### src/rtl/core/pet_pkg.sv
// ----------------------------------------------------------------------------
// pet_pkg
// Shared types and constants for the priority eviction table: the input and
// result words, the per-slot table entry and the operation codes.
// ----------------------------------------------------------------------------
package pet_pkg;

  // Default table depth and reset value of the never-evict threshold
  localparam int         NUM_SLOTS_DEF   = 16;
  localparam logic [7:0] NEVER_EVICT_RST = 8'hFF;

  // Operation codes carried in the func field
  typedef enum logic [2:0] {
    FN_REGISTER = 3'd0,
    FN_LOADED   = 3'd1,
    FN_UNLOADED = 3'd2,
    FN_SET_IDLE = 3'd3,
    FN_SET_PRI  = 3'd4,
    FN_VICTIM   = 3'd5,
    FN_PREEMPT  = 3'd6,
    FN_READ_PRI = 3'd7
  } pet_func_t;

  // Input word
  typedef struct packed {
    pet_func_t   func;
    logic [3:0]  slot;
    logic [7:0]  priority_req;
    logic [15:0] budget_mib;
    logic        idle_flag;
  } pet_in_t;

  // Result word
  typedef struct packed {
    logic        found;
    logic [3:0]  slot_out;
    logic [7:0]  priority_out;
    logic [15:0] budget_out;
    logic        changed;
  } pet_out_t;

  // One table entry as kept in the slot memory
  typedef struct packed {
    logic        loaded;
    logic        idle;
    logic [7:0]  pri;
    logic [15:0] budget;
  } pet_entry_t;

endpackage

### src/rtl/core/priority_eviction_table.sv
// ----------------------------------------------------------------------------
// priority_eviction_table
// Table of NUM_SLOTS slots with priority-based eviction victim and
// preemption target search.
//
// Usage:
//   in_valid/in_ready/in_data carry one operation word; out_valid/out_ready/
//   out_data return exactly one result word per operation, in order.
//   cfg_valid/cfg_ready/cfg_data write the never-evict threshold; write it
//   only while no operation is outstanding. cfg_ready is always high.
//   Register, update and read operations do one read-modify-write of the
//   slot memory: the slot is read as the word is accepted, any write-back
//   and the result come from S_MOD, and S_HOLD loads the output register.
//   Victim and preemption searches read one slot per cycle from the slot
//   memory port in S_SCAN, fold in the last slot in S_LAST, and S_HOLD
//   then loads the output register.
//   One operation is in flight at a time; in_ready returns in the same cycle
//   that the result appears in the output register, so the next word is
//   taken while a result still waits there.
//   Reset clears all slot registrations and sets the threshold to 255.
//   When out_ready is low the result holds in the output register and the
//   following operation waits, finished, until that register frees up.
// ----------------------------------------------------------------------------
module priority_eviction_table #(
  parameter int NUM_SLOTS = pet_pkg::NUM_SLOTS_DEF
) (
  input  logic              clk,
  input  logic              rst_n,
  input  logic              in_valid,
  output logic              in_ready,
  input  pet_pkg::pet_in_t  in_data,
  output logic              out_valid,
  input  logic              out_ready,
  output pet_pkg::pet_out_t out_data,
  input  logic              cfg_valid,
  output logic              cfg_ready,
  input  logic [7:0]        cfg_data
);
  import pet_pkg::*;

  localparam int AW = $clog2(NUM_SLOTS);

  logic [7:0]    never_evict_r;
  logic          mem_rd_en;
  logic [AW-1:0] mem_rd_addr;
  logic          mem_wr_en;
  logic [AW-1:0] mem_wr_addr;
  pet_entry_t    mem_wr_entry;
  logic          mem_rd_valid;
  pet_entry_t    mem_rd_entry;

  // Never-evict threshold register
  assign cfg_ready = 1'b1;

  always_ff @(posedge clk) begin
    if (!rst_n) begin
      never_evict_r <= NEVER_EVICT_RST;
    end else if (cfg_valid) begin
      never_evict_r <= cfg_data;
    end
  end

  // Sequencer
  pet_ctrl #(
    .NUM_SLOTS (NUM_SLOTS)
  ) u_ctrl (
    .clk          (clk),
    .rst_n        (rst_n),
    .in_valid     (in_valid),
    .in_ready     (in_ready),
    .in_data      (in_data),
    .out_valid    (out_valid),
    .out_ready    (out_ready),
    .out_data     (out_data),
    .never_evict  (never_evict_r),
    .mem_rd_en    (mem_rd_en),
    .mem_rd_addr  (mem_rd_addr),
    .mem_wr_en    (mem_wr_en),
    .mem_wr_addr  (mem_wr_addr),
    .mem_wr_entry (mem_wr_entry),
    .mem_rd_valid (mem_rd_valid),
    .mem_rd_entry (mem_rd_entry)
  );

  // Slot storage
  pet_slot_mem #(
    .NUM_SLOTS (NUM_SLOTS)
  ) u_mem (
    .clk      (clk),
    .rst_n    (rst_n),
    .rd_en    (mem_rd_en),
    .rd_addr  (mem_rd_addr),
    .wr_en    (mem_wr_en),
    .wr_addr  (mem_wr_addr),
    .wr_entry (mem_wr_entry),
    .rd_valid (mem_rd_valid),
    .rd_entry (mem_rd_entry)
  );

endmodule

### src/rtl/core/pet_slot_mem.sv
// ----------------------------------------------------------------------------
// pet_slot_mem
// Slot table storage: one synchronous memory of entries with a registered
// read port, plus a row of valid flops that reset clears.
// ----------------------------------------------------------------------------
module pet_slot_mem #(
  parameter int NUM_SLOTS = pet_pkg::NUM_SLOTS_DEF
) (
  input  logic                         clk,
  input  logic                         rst_n,
  input  logic                         rd_en,
  input  logic [$clog2(NUM_SLOTS)-1:0] rd_addr,
  input  logic                         wr_en,
  input  logic [$clog2(NUM_SLOTS)-1:0] wr_addr,
  input  pet_pkg::pet_entry_t          wr_entry,
  output logic                         rd_valid,
  output pet_pkg::pet_entry_t          rd_entry
);
  import pet_pkg::*;

  pet_entry_t           mem_r [NUM_SLOTS];
  logic [NUM_SLOTS-1:0] valid_r;
  logic                 rd_valid_r;
  pet_entry_t           rd_entry_r;

  // Entry array, one write and one registered read per cycle
  always_ff @(posedge clk) begin
    if (wr_en) begin
      mem_r[wr_addr] <= wr_entry;
    end
    if (rd_en) begin
      rd_entry_r <= mem_r[rd_addr];
    end
  end

  // Valid bits: any write marks the slot registered
  always_ff @(posedge clk) begin
    if (!rst_n) begin
      valid_r    <= '0;
      rd_valid_r <= 1'b0;
    end else begin
      if (wr_en) begin
        valid_r[wr_addr] <= 1'b1;
      end
      if (rd_en) begin
        rd_valid_r <= valid_r[rd_addr];
      end
    end
  end

  assign rd_valid = rd_valid_r;
  assign rd_entry = rd_entry_r;

endmodule

### src/rtl/core/pet_ctrl.sv
// ----------------------------------------------------------------------------
// pet_ctrl
// Operation sequencer: read-modify-write of one slot for the update and read
// operations, a one-slot-per-cycle scan for the victim and preemption
// searches, and the output register of the result channel.
// ----------------------------------------------------------------------------
module pet_ctrl #(
  parameter int NUM_SLOTS = pet_pkg::NUM_SLOTS_DEF
) (
  input  logic                         clk,
  input  logic                         rst_n,
  input  logic                         in_valid,
  output logic                         in_ready,
  input  pet_pkg::pet_in_t             in_data,
  output logic                         out_valid,
  input  logic                         out_ready,
  output pet_pkg::pet_out_t            out_data,
  input  logic [7:0]                   never_evict,
  output logic                         mem_rd_en,
  output logic [$clog2(NUM_SLOTS)-1:0] mem_rd_addr,
  output logic                         mem_wr_en,
  output logic [$clog2(NUM_SLOTS)-1:0] mem_wr_addr,
  output pet_pkg::pet_entry_t          mem_wr_entry,
  input  logic                         mem_rd_valid,
  input  pet_pkg::pet_entry_t          mem_rd_entry
);
  import pet_pkg::*;

  localparam int         AW         = $clog2(NUM_SLOTS);
  localparam logic [8:0] SLOT_LIMIT = 9'(NUM_SLOTS);
  localparam logic [AW-1:0] LAST_IDX = AW'(NUM_SLOTS - 1);

  typedef enum logic [2:0] {
    S_IDLE,
    S_MOD,
    S_SCAN,
    S_LAST,
    S_HOLD
  } state_t;

  state_t          state_r, state_nxt;
  pet_in_t         item_r, item_nxt;
  logic            inside_r, inside_nxt;
  logic [AW-1:0]   cnt_r, cnt_nxt;
  logic            chk_vld_r, chk_vld_nxt;
  logic [AW-1:0]   chk_idx_r, chk_idx_nxt;
  logic            best_found_r, best_found_nxt;
  logic [AW-1:0]   best_idx_r, best_idx_nxt;
  logic [7:0]      best_pri_r, best_pri_nxt;
  logic [15:0]     best_bud_r, best_bud_nxt;
  pet_out_t        res_r, res_nxt;
  pet_out_t        out_data_r, out_data_nxt;
  logic            out_valid_r, out_valid_nxt;

  logic            in_inside;
  logic            is_search;
  logic            cand;
  logic            better;
  logic            slot_ok;
  pet_entry_t      upd;

  assign in_inside = ({5'd0, in_data.slot} < SLOT_LIMIT);
  assign is_search = (in_data.func == FN_VICTIM) || (in_data.func == FN_PREEMPT);

  // Scan compare: eligibility of the entry just read, then ranking
  always_comb begin
    cand = mem_rd_valid && mem_rd_entry.loaded && mem_rd_entry.idle &&
           (mem_rd_entry.pri < never_evict);
    if (item_r.func == FN_PREEMPT) begin
      cand = cand && (mem_rd_entry.pri < item_r.priority_req) &&
             (mem_rd_entry.budget >= item_r.budget_mib);
    end
    better = !best_found_r || (mem_rd_entry.pri < best_pri_r) ||
             ((mem_rd_entry.pri == best_pri_r) && (mem_rd_entry.budget > best_bud_r));
  end

  // Next state, memory requests and result word
  always_comb begin
    state_nxt      = state_r;
    item_nxt       = item_r;
    inside_nxt     = inside_r;
    cnt_nxt        = cnt_r;
    chk_vld_nxt    = 1'b0;
    chk_idx_nxt    = chk_idx_r;
    best_found_nxt = best_found_r;
    best_idx_nxt   = best_idx_r;
    best_pri_nxt   = best_pri_r;
    best_bud_nxt   = best_bud_r;
    res_nxt        = res_r;
    out_data_nxt   = out_data_r;
    out_valid_nxt  = out_valid_r && !out_ready;
    mem_rd_en      = 1'b0;
    mem_rd_addr    = cnt_r;
    mem_wr_en      = 1'b0;
    mem_wr_addr    = AW'(item_r.slot);
    slot_ok        = inside_r && mem_rd_valid;
    upd            = mem_rd_entry;
    in_ready       = (state_r == S_IDLE);

    // fold the entry read last cycle into the running best
    if (chk_vld_r && cand && better) begin
      best_found_nxt = 1'b1;
      best_idx_nxt   = chk_idx_r;
      best_pri_nxt   = mem_rd_entry.pri;
      best_bud_nxt   = mem_rd_entry.budget;
    end

    unique case (state_r)
      S_IDLE: begin
        if (in_valid) begin
          item_nxt   = in_data;
          inside_nxt = in_inside;
          if (is_search) begin
            cnt_nxt        = '0;
            best_found_nxt = 1'b0;
            state_nxt      = S_SCAN;
          end else begin
            mem_rd_en   = in_inside;
            mem_rd_addr = AW'(in_data.slot);
            state_nxt   = S_MOD;
          end
        end
      end

      S_MOD: begin
        res_nxt          = '0;
        res_nxt.slot_out = item_r.slot;
        if (item_r.func == FN_REGISTER) begin
          if (inside_r) begin
            upd.loaded           = 1'b0;
            upd.idle             = 1'b1;
            upd.pri              = item_r.priority_req;
            upd.budget           = item_r.budget_mib;
            mem_wr_en            = 1'b1;
            res_nxt.found        = 1'b1;
            res_nxt.priority_out = item_r.priority_req;
            res_nxt.budget_out   = item_r.budget_mib;
          end
        end else if (slot_ok) begin
          unique case (item_r.func)
            FN_LOADED:   upd.loaded = 1'b1;
            FN_UNLOADED: upd.loaded = 1'b0;
            FN_SET_IDLE: upd.idle   = item_r.idle_flag;
            FN_SET_PRI: begin
              upd.pri         = item_r.priority_req;
              res_nxt.changed = (mem_rd_entry.pri != item_r.priority_req);
            end
            default: ;
          endcase
          mem_wr_en            = (item_r.func != FN_READ_PRI);
          res_nxt.found        = 1'b1;
          res_nxt.priority_out = upd.pri;
          res_nxt.budget_out   = upd.budget;
        end
        state_nxt = S_HOLD;
      end

      S_SCAN: begin
        mem_rd_en   = 1'b1;
        mem_rd_addr = cnt_r;
        chk_vld_nxt = 1'b1;
        chk_idx_nxt = cnt_r;
        cnt_nxt     = cnt_r + AW'(1);
        if (cnt_r == LAST_IDX) begin
          state_nxt = S_LAST;
        end
      end

      S_LAST: begin
        // last entry is folded in above; take the updated best
        res_nxt       = '0;
        res_nxt.found = best_found_nxt;
        if (best_found_nxt) begin
          res_nxt.slot_out     = 4'(best_idx_nxt);
          res_nxt.priority_out = best_pri_nxt;
          res_nxt.budget_out   = best_bud_nxt;
        end
        state_nxt = S_HOLD;
      end

      S_HOLD: begin
        if (!out_valid_r || out_ready) begin
          out_data_nxt  = res_r;
          out_valid_nxt = 1'b1;
          state_nxt     = S_IDLE;
        end
      end

      default: state_nxt = S_IDLE;
    endcase

    mem_wr_entry = upd;
  end

  // State and registered outputs
  always_ff @(posedge clk) begin
    if (!rst_n) begin
      state_r      <= S_IDLE;
      out_valid_r  <= 1'b0;
      chk_vld_r    <= 1'b0;
      best_found_r <= 1'b0;
    end else begin
      state_r      <= state_nxt;
      out_valid_r  <= out_valid_nxt;
      chk_vld_r    <= chk_vld_nxt;
      best_found_r <= best_found_nxt;
    end
    item_r     <= item_nxt;
    inside_r   <= inside_nxt;
    cnt_r      <= cnt_nxt;
    chk_idx_r  <= chk_idx_nxt;
    best_idx_r <= best_idx_nxt;
    best_pri_r <= best_pri_nxt;
    best_bud_r <= best_bud_nxt;
    res_r      <= res_nxt;
    out_data_r <= out_data_nxt;
  end

  assign out_valid = out_valid_r;
  assign out_data  = out_data_r;

endmodule

### config.mk
export PLATFORM = sky130hd
export DESIGN_NAME = priority_eviction_table
export DESIGN_NICKNAME = d
export VERILOG_FILES = /design/src/rtl/core/pet_pkg.sv /design/src/rtl/core/priority_eviction_table.sv /design/src/rtl/core/pet_slot_mem.sv /design/src/rtl/core/pet_ctrl.sv
export SDC_FILE = /design/constraint.sdc
export NUM_CORES = 1
export LEC_CHECK = 0
export ABC_CLOCK_PERIOD_IN_PS = 5050
export BUFFER_PORTS_ARGS = -buffer_cell sky130_fd_sc_hd__buf_4
export CAP_MARGIN = 20
export CELL_PAD_IN_SITES_DETAIL_PLACEMENT = 2
export CELL_PAD_IN_SITES_GLOBAL_PLACEMENT = 2
export CORE_MARGIN = 2
export CORE_UTILIZATION = 47
export CTS_CLUSTER_SIZE = 28
export DETAILED_ROUTE_END_ITERATION = 10
export PLACE_DENSITY = 0.91
export SLEW_MARGIN = 20
export SYNTH_ARGS = -nofsm -noshare
export SYNTH_HDL_FRONTEND = slang
export SYNTH_HIERARCHICAL = 1
export SYNTH_SLANG_ARGS = --single-unit
export TNS_END_PERCENT = 100
### constraint.sdc
create_clock -name clk -period 5.05 [get_ports clk]
set_input_delay 0.505 -clock clk [delete_from_list [all_inputs] [get_ports clk]]
set_output_delay 0.505 -clock clk [all_outputs]
set_load 0.005 [all_outputs]
==> Word-level counts from Yosys, hierarchy flattened <==
Memory sizes are Yosys's and may differ from the RTL's. A register that Yosys moved wholly into a read port is not among the register bits.
Index checks and enable logic that the tools add are counted.
W data, S select, Z words.
{ "totals": {"memories": 1, "elab_cells": 132, "mem_bits_rw": 416, "out_inout_bits": 33, "register_bits": 159, "in_bits": 45} }
{ "classes": {"n_lt_le_gt_ge": 8, "n_mux": 49, "bitwise_logic": 1, "n_eq_ne": 19, "add_sub_neg": 1, "reduce_logical": 26} }
{ "mem_list": {"columns": ["name", "words", "width", "rd", "rd_clocked_by_memory_dff", "wr", "line", "text"], "rows": [
  ["u_mem.mem_r", 16, 26, 1, 1, 1, "pet_slot_mem.sv:21", "pet_entry_t mem_r [NUM_SLOTS];"]
]} }
{ "op_table": {"columns": ["cell", "count"], "rows": [
  ["$pmux W30 S2", 1],
  ["$mux W16", 2],
  ["$mux W28", 1],
  ["$mux W26", 1],
  ["$mux W25", 1],
  ["$lt A8 B8 Y1", 3],
  ["$mux W24", 1],
  ["$mux W4", 6],
  ["$mux W1", 22],
  ["$mux W10", 2],
  ["$ge A16 B16 Y1", 1],
  ["$gt A16 B16 Y1", 1],
  ["$mux W8", 2],
  ["$or A16 B16 Y16", 1],
  ["$eq A3 B3 Y1 const B", 5],
  ["$eq A3 B2 Y1 const B", 4],
  ["$pmux W3 S4", 1],
  ["$logic_and A1 B1 Y1", 10],
  ["$lt A4 B5 Y1 const B", 2],
  ["$mux W3", 3],
  ["$eq A8 B8 Y1", 1],
  ["$ne A8 B8 Y1", 1],
  ["$pmux W4 S2", 1],
  ["$eq A3 B1 Y1 const B", 2],
  ["other kinds (17)", 29]
]} }

==> Depth between registers and ports, before layout <==
{ "depth": {"depth_word": 12, "ltp_mapped": 11, "depth_no_buf": 9} }

==> By module <==
The synthesis kept the hierarchy.
{ "by_module_without_submodules": {"columns": ["module", "cells_each", "area_each_um2", "n_inst", "seq_area_each_um2"], "rows": [
  ["pet_slot_mem", 678, 17111.4, 1, 13613.1],
  ["pet_ctrl", 725, 7335.8, 1, 3683.5],
  ["priority_eviction_table", 28, 296.5, 1, 160.2]
]} }

==> Worst setup path after synthesis <==
No wires, ideal clock.
{ "synth_path": {"path_type": "reg-to-reg", "startpoint": "reg u_ctrl/item_r[30] in the netlist's numbering", "endpoint": "mem u_mem/mem_r[0][0] in the netlist's numbering (enable)", "slack_ns": 1.120, "required_time_ns": 4.606, "n_path_buf": 1, "setup_ns": 0.444, "stages_incl_launch_ff": 8, "period_less_slack_ns": 3.930, "arrival_ns": 3.486, "path_cell_list": "edfxtp_1 > clkbuf_1 > nor2_1 > nor2_1 > o21ai_0 > and2_1 > or3b_2 > nor3_1"} }
{ "synth_between": {"elab_chain_cells": 6, "elab_cells_between_ends": 7, "classes_between": "eq/ne: 1; mux: 5; reduce/logical: 1"} }
{ "synth_rtl": {"columns": ["item", "line", "text"], "rows": [
  ["start, declared", "pet_ctrl.sv:42", "pet_in_t item_r, item_nxt;"],
  ["start signal, assigned", "pet_ctrl.sv:208", "item_r <= item_nxt;"],
  ["$ne A3 B3 Y1", "pet_ctrl.sv:150", "mem_wr_en = (item_r.func != FN_READ_PRI);"],
  ["$mux W1", "pet_ctrl.sv:139", "end else if (slot_ok) begin"],
  ["$mux W1 *", "pet_ctrl.sv:128", "if (item_r.func == FN_REGISTER) begin"],
  ["$mux W1 *", "pet_ctrl.sv:108", "unique case (state_r)"],
  ["net mem_wr_en", "priority_eviction_table.sv:46", "logic mem_wr_en;"],
  ["$mux W1 *", "pet_slot_mem.sv:28", "if (wr_en) begin"],
  ["$mux W1 (not written as such) *", "pet_slot_mem.sv:29", "mem_r[wr_addr] <= wr_entry;"],
  ["end, declared", "pet_slot_mem.sv:21", null]
]} }
The timed path passes the listed nets; every way through them passes the cells marked *.

==> impl_metrics.tcl <==
set metrics [dict create \
    first_global_vias 17130 \
    power.density_nw_per_um2 424.5 \
    wl_per_cell_um 40.71 \
    place_inst 2174 \
    hold_viol 0 \
    postSynthRegisterBits 601 \
    irDropWorstVdd_v 0.0002480 \
    drive_gt1_share_pct 26.05 \
    dr_total_vias 15650 \
    gp_congestion 0.8337 \
    fin_cells 2289 \
    post-route-drc-count 0 \
    worstReg2RegStart "u_mem/rd_entry[15]$_DFFE_PP_" \
    post_cts_buffers 0 \
    root_buffer "clkbuf_16" \
    drtPass1Iterations 6 \
    synth_ff_type "edfxtp_1" \
    fin_ws_ns 1.045 \
    grt_overflow 0 \
    ios 78 \
    hp-class "in -> reg" \
    outcome "finished, final reports clean" \
    core_um2 52340 \
    antenna_found_initial 0 \
    clkTransAtPathRegs_ns 0.07 \
    fin_nets 1651 \
    clk_path_buf_depth 3 \
    r2r_setup_slack_ns 1.04 \
    crit_path_start "u_mem/rd_entry[15]$_DFFE_PP_" \
    cts_hold_buf 0 \
    synth_area_um2 24740 \
    cts_tree "yes" \
    setup_viol 0 \
    syn2layout_area_growth_pct 14.72 \
    clk_latency_ns 0.65 \
    ys_types 62 \
    postRouteAntennaNets 0 \
    grt_pass1_wl_mm 132.0 \
    cp.required_ns 5.49 \
    cts_buffers 61 \
    finalMaxSlewViolations 0 \
    grt_usage_pct 34.91 \
    cts_max_level 2 \
    dp_hpwl_mm 51.21 \
    rsz0062_at_grt "false" \
    synthesis.nets 1532 \
    final_area_um2 28390 \
    critPathKind "reg -> reg" \
    setup_tns_ns 0 \
    critical_path.slowest_cell "edfxtp_1" \
    whs_endpoint "u_ctrl/item_r[22]$_DFFE_PP_" \
    avgViaCountPerCell 6.837 \
    start_util_pct 47.27 \
    fmax_ghz 0.2497 \
    synth-seq-area-share_pct 70.55 \
    grt_max_degree 81 \
    drt-initial-drc-count 2097 \
    async_reset_ff_share_pct 0 \
    finalWirelength_mm 93.19 \
    cpLargestDelayFamily "compound AO/OA/AOI/OAI gates" \
    worstPathArrival_ns 4.44 \
    synth_edf_count 542 \
    netlist_instances 1431 \
    dpl-instance-area_um2 26290 \
    dieArea_um2 54500 \
    worst-path-buf-inv 1 \
    min_from "in_data[22]" \
    num_rows 84 \
    cellLeakagePower_uw 0.009604 \
    startpoint_type "flop" \
    portBuffers 76 \
    min_period_over_period_pct 79.31 \
    holdPathStages 1 \
    slowest_delay_ns 0.60 \
    cp-end-kind "flop" \
    crit_chain "ha_1, nand4_1, or4b_4, o221a_4, o221ai_4, buf_4, a31oi_1, a21oi_1" \
    max-slew-margin-rel_pct 24.49 \
    fp.dieW_um 233.4 \
    antenna_cells 0 \
    min_period_ns 4.005 \
    r2r_cells 8 \
    die_h_um 233.4 \
    utilization_pct 54.24 \
    tightestPinTransition_ns 1.133 \
    cts.repair.resized 0 \
    rr_endpoint "u_ctrl/res_r[20]$_DFFE_PP_" \
    fin_skew_ns 0.03815 \
    clock_sinks 601 \
    yosysWarnings 6 \
    drv_cap 0 \
    avgSynthCellArea_um2 17.29 \
    worst-path-max-fanout 30 \
    pre_cts_ws_ns 1.171 \
]
## state kept, by name, indices dropped and copies added (netlist names), 8 cells and up
name and cells:
u_mem/rd_entry 26, u_ctrl/item_r 28, u_ctrl/out_data 30, u_ctrl/best_pri_r 8
never_evict_r 8, u_mem/mem_r 416, u_ctrl/best_bud_r 16, u_ctrl/res_r 30
u_mem/valid_r 16
## synthesized netlist by cell type (all sizes together) (10+ instances only)
cell type / number / area share (%)
edfxtp: 542 / 66
nand3: 32 / 0.67
buf: 40 / 1.2
inv: 60 / 0.91
o21a: 20 / 0.61
a21oi: 94 / 1.9
nor2: 42 / 0.67
o21ai: 60 / 1.3
mux4: 132 / 12
clkbuf: 35 / 0.53
mux2: 10 / 0.46
ha: 56 / 2.8
mux2i: 16 / 0.65
dfxtp: 59 / 4.8
nor3: 13 / 0.34
nand2: 113 / 1.7
a31oi: 24 / 0.61
## power breakdown
group          switching [uW]  internal (uW)
clock                    2120           2770
combinational             832            483
sequential                183           5660
total                    3130           8920
## stage by stage
stage | total power, uW | hold WS, ns
after floorplan | 6585 | 0.4003
after global placement | 6924 | 0.4010
after detailed placement | 7120 | 0.4066
after CTS | 12060 | 0.007770
after global routing | 12280 | 0.02832
final | 12050 | 0.03140
## kinds of logic (layout without fill, tap and decap cells)
group,after synthesis,count (layout),synth area share (%)
DFF,601,601,70.55
buffers and inverters,135,305,2.640
muxes,158,158,13.12
other,1,1,0.01516
and+or+nand+nor,247,247,4.986
xor gates and xnor gates,3,3,0.1062
AOI/OAI and AO/OA,230,230,5.755
adders and majority gates,56,56,2.832
## how the worst max path moves through the flow
stage | to | slack, ns | depth (start not counted)
after global routing | u_mem/rd_entry[8]$_DFFE_PP_ | 1.01 | 7
final | u_ctrl/res_r[20]$_DFFE_PP_ | 1.04 | 8
after detailed placement | u_mem/rd_entry[8]$_DFFE_PP_ | 1.17 | 8
after global placement | u_mem/rd_entry[8]$_DFFE_PP_ | 1.38 | 8
after CTS | u_mem/rd_entry[6]$_DFFE_PP_ | 1.19 | 7
after floorplan | u_mem/mem_r[0][0]$_DFFE_PP_ | 1.12 | 7
## layer usage
| metal | vias up | routed length [um] | track usage (%) |
|---|---|---|---|
| met5 | - | 0 | 0 |
| met4 | 0 | 5659 | 19.48 |
| met3 | 350 | 7264 | 5.396 |
| met2 | 1158 | 46160 | 58.28 |
| met1 | 8258 | 34110 | 43.76 |
| li1 | 5884 | - | - |
## layout by cell type, fill, tap and decap left out, types with 4 or more instances in the layout
cell type and count:
clkinv_1 9, nand3_1 31, clkbuf_1 8, nor2_1 29
a21oi_1 93, o21ai_2 6, mux2_2 8, nand2_1 113
nor3_1 4, clkbuf_8 6, o21ai_1 10, o211ai_1 4
o21a_1 20, a22oi_1 6, mux2i_1 16, buf_4 126
nand2b_1 8, a31oi_1 24, dfxtp_1 59, nand4_1 6
nor3_2 9, bufinv_16 8, nand3b_1 4, mux4_2 132
inv_1 59, buf_12 4, ha_1 56, clkinv_2 14
o21ai_0 44, edfxtp_1 542, nor4b_4 4, nor2b_1 5
and2_1 5, nor2_2 12, clkbuf_16 63, and3_1 4
## layout make-up
cell class / instances / area, um2
repair buffers: 131 / 1041
clock inverters: 37 / 394.1
well taps: 688 / 860.8
flip-flops and latches: 601 / 17460
clock buffers: 77 / 1689
inverters: 60 / 225.2
fillers: 4490 / 23950
multi-input cells: 695 / 6720
## worst reg2reg max path, delay by kind of cell, from the launching register on
kind / cells / cell delay (ns)
flip-flops: 1 / 0.60
buffers and inverters: 1 / 0.51
AND/OR/NAND/NOR: 2 / 0.87
adder cells (fa/ha/maj): 1 / 0.47
AO/OA/AOI/OAI: 4 / 1.39
No activity file was read; power rests on OpenSTA's default activity.
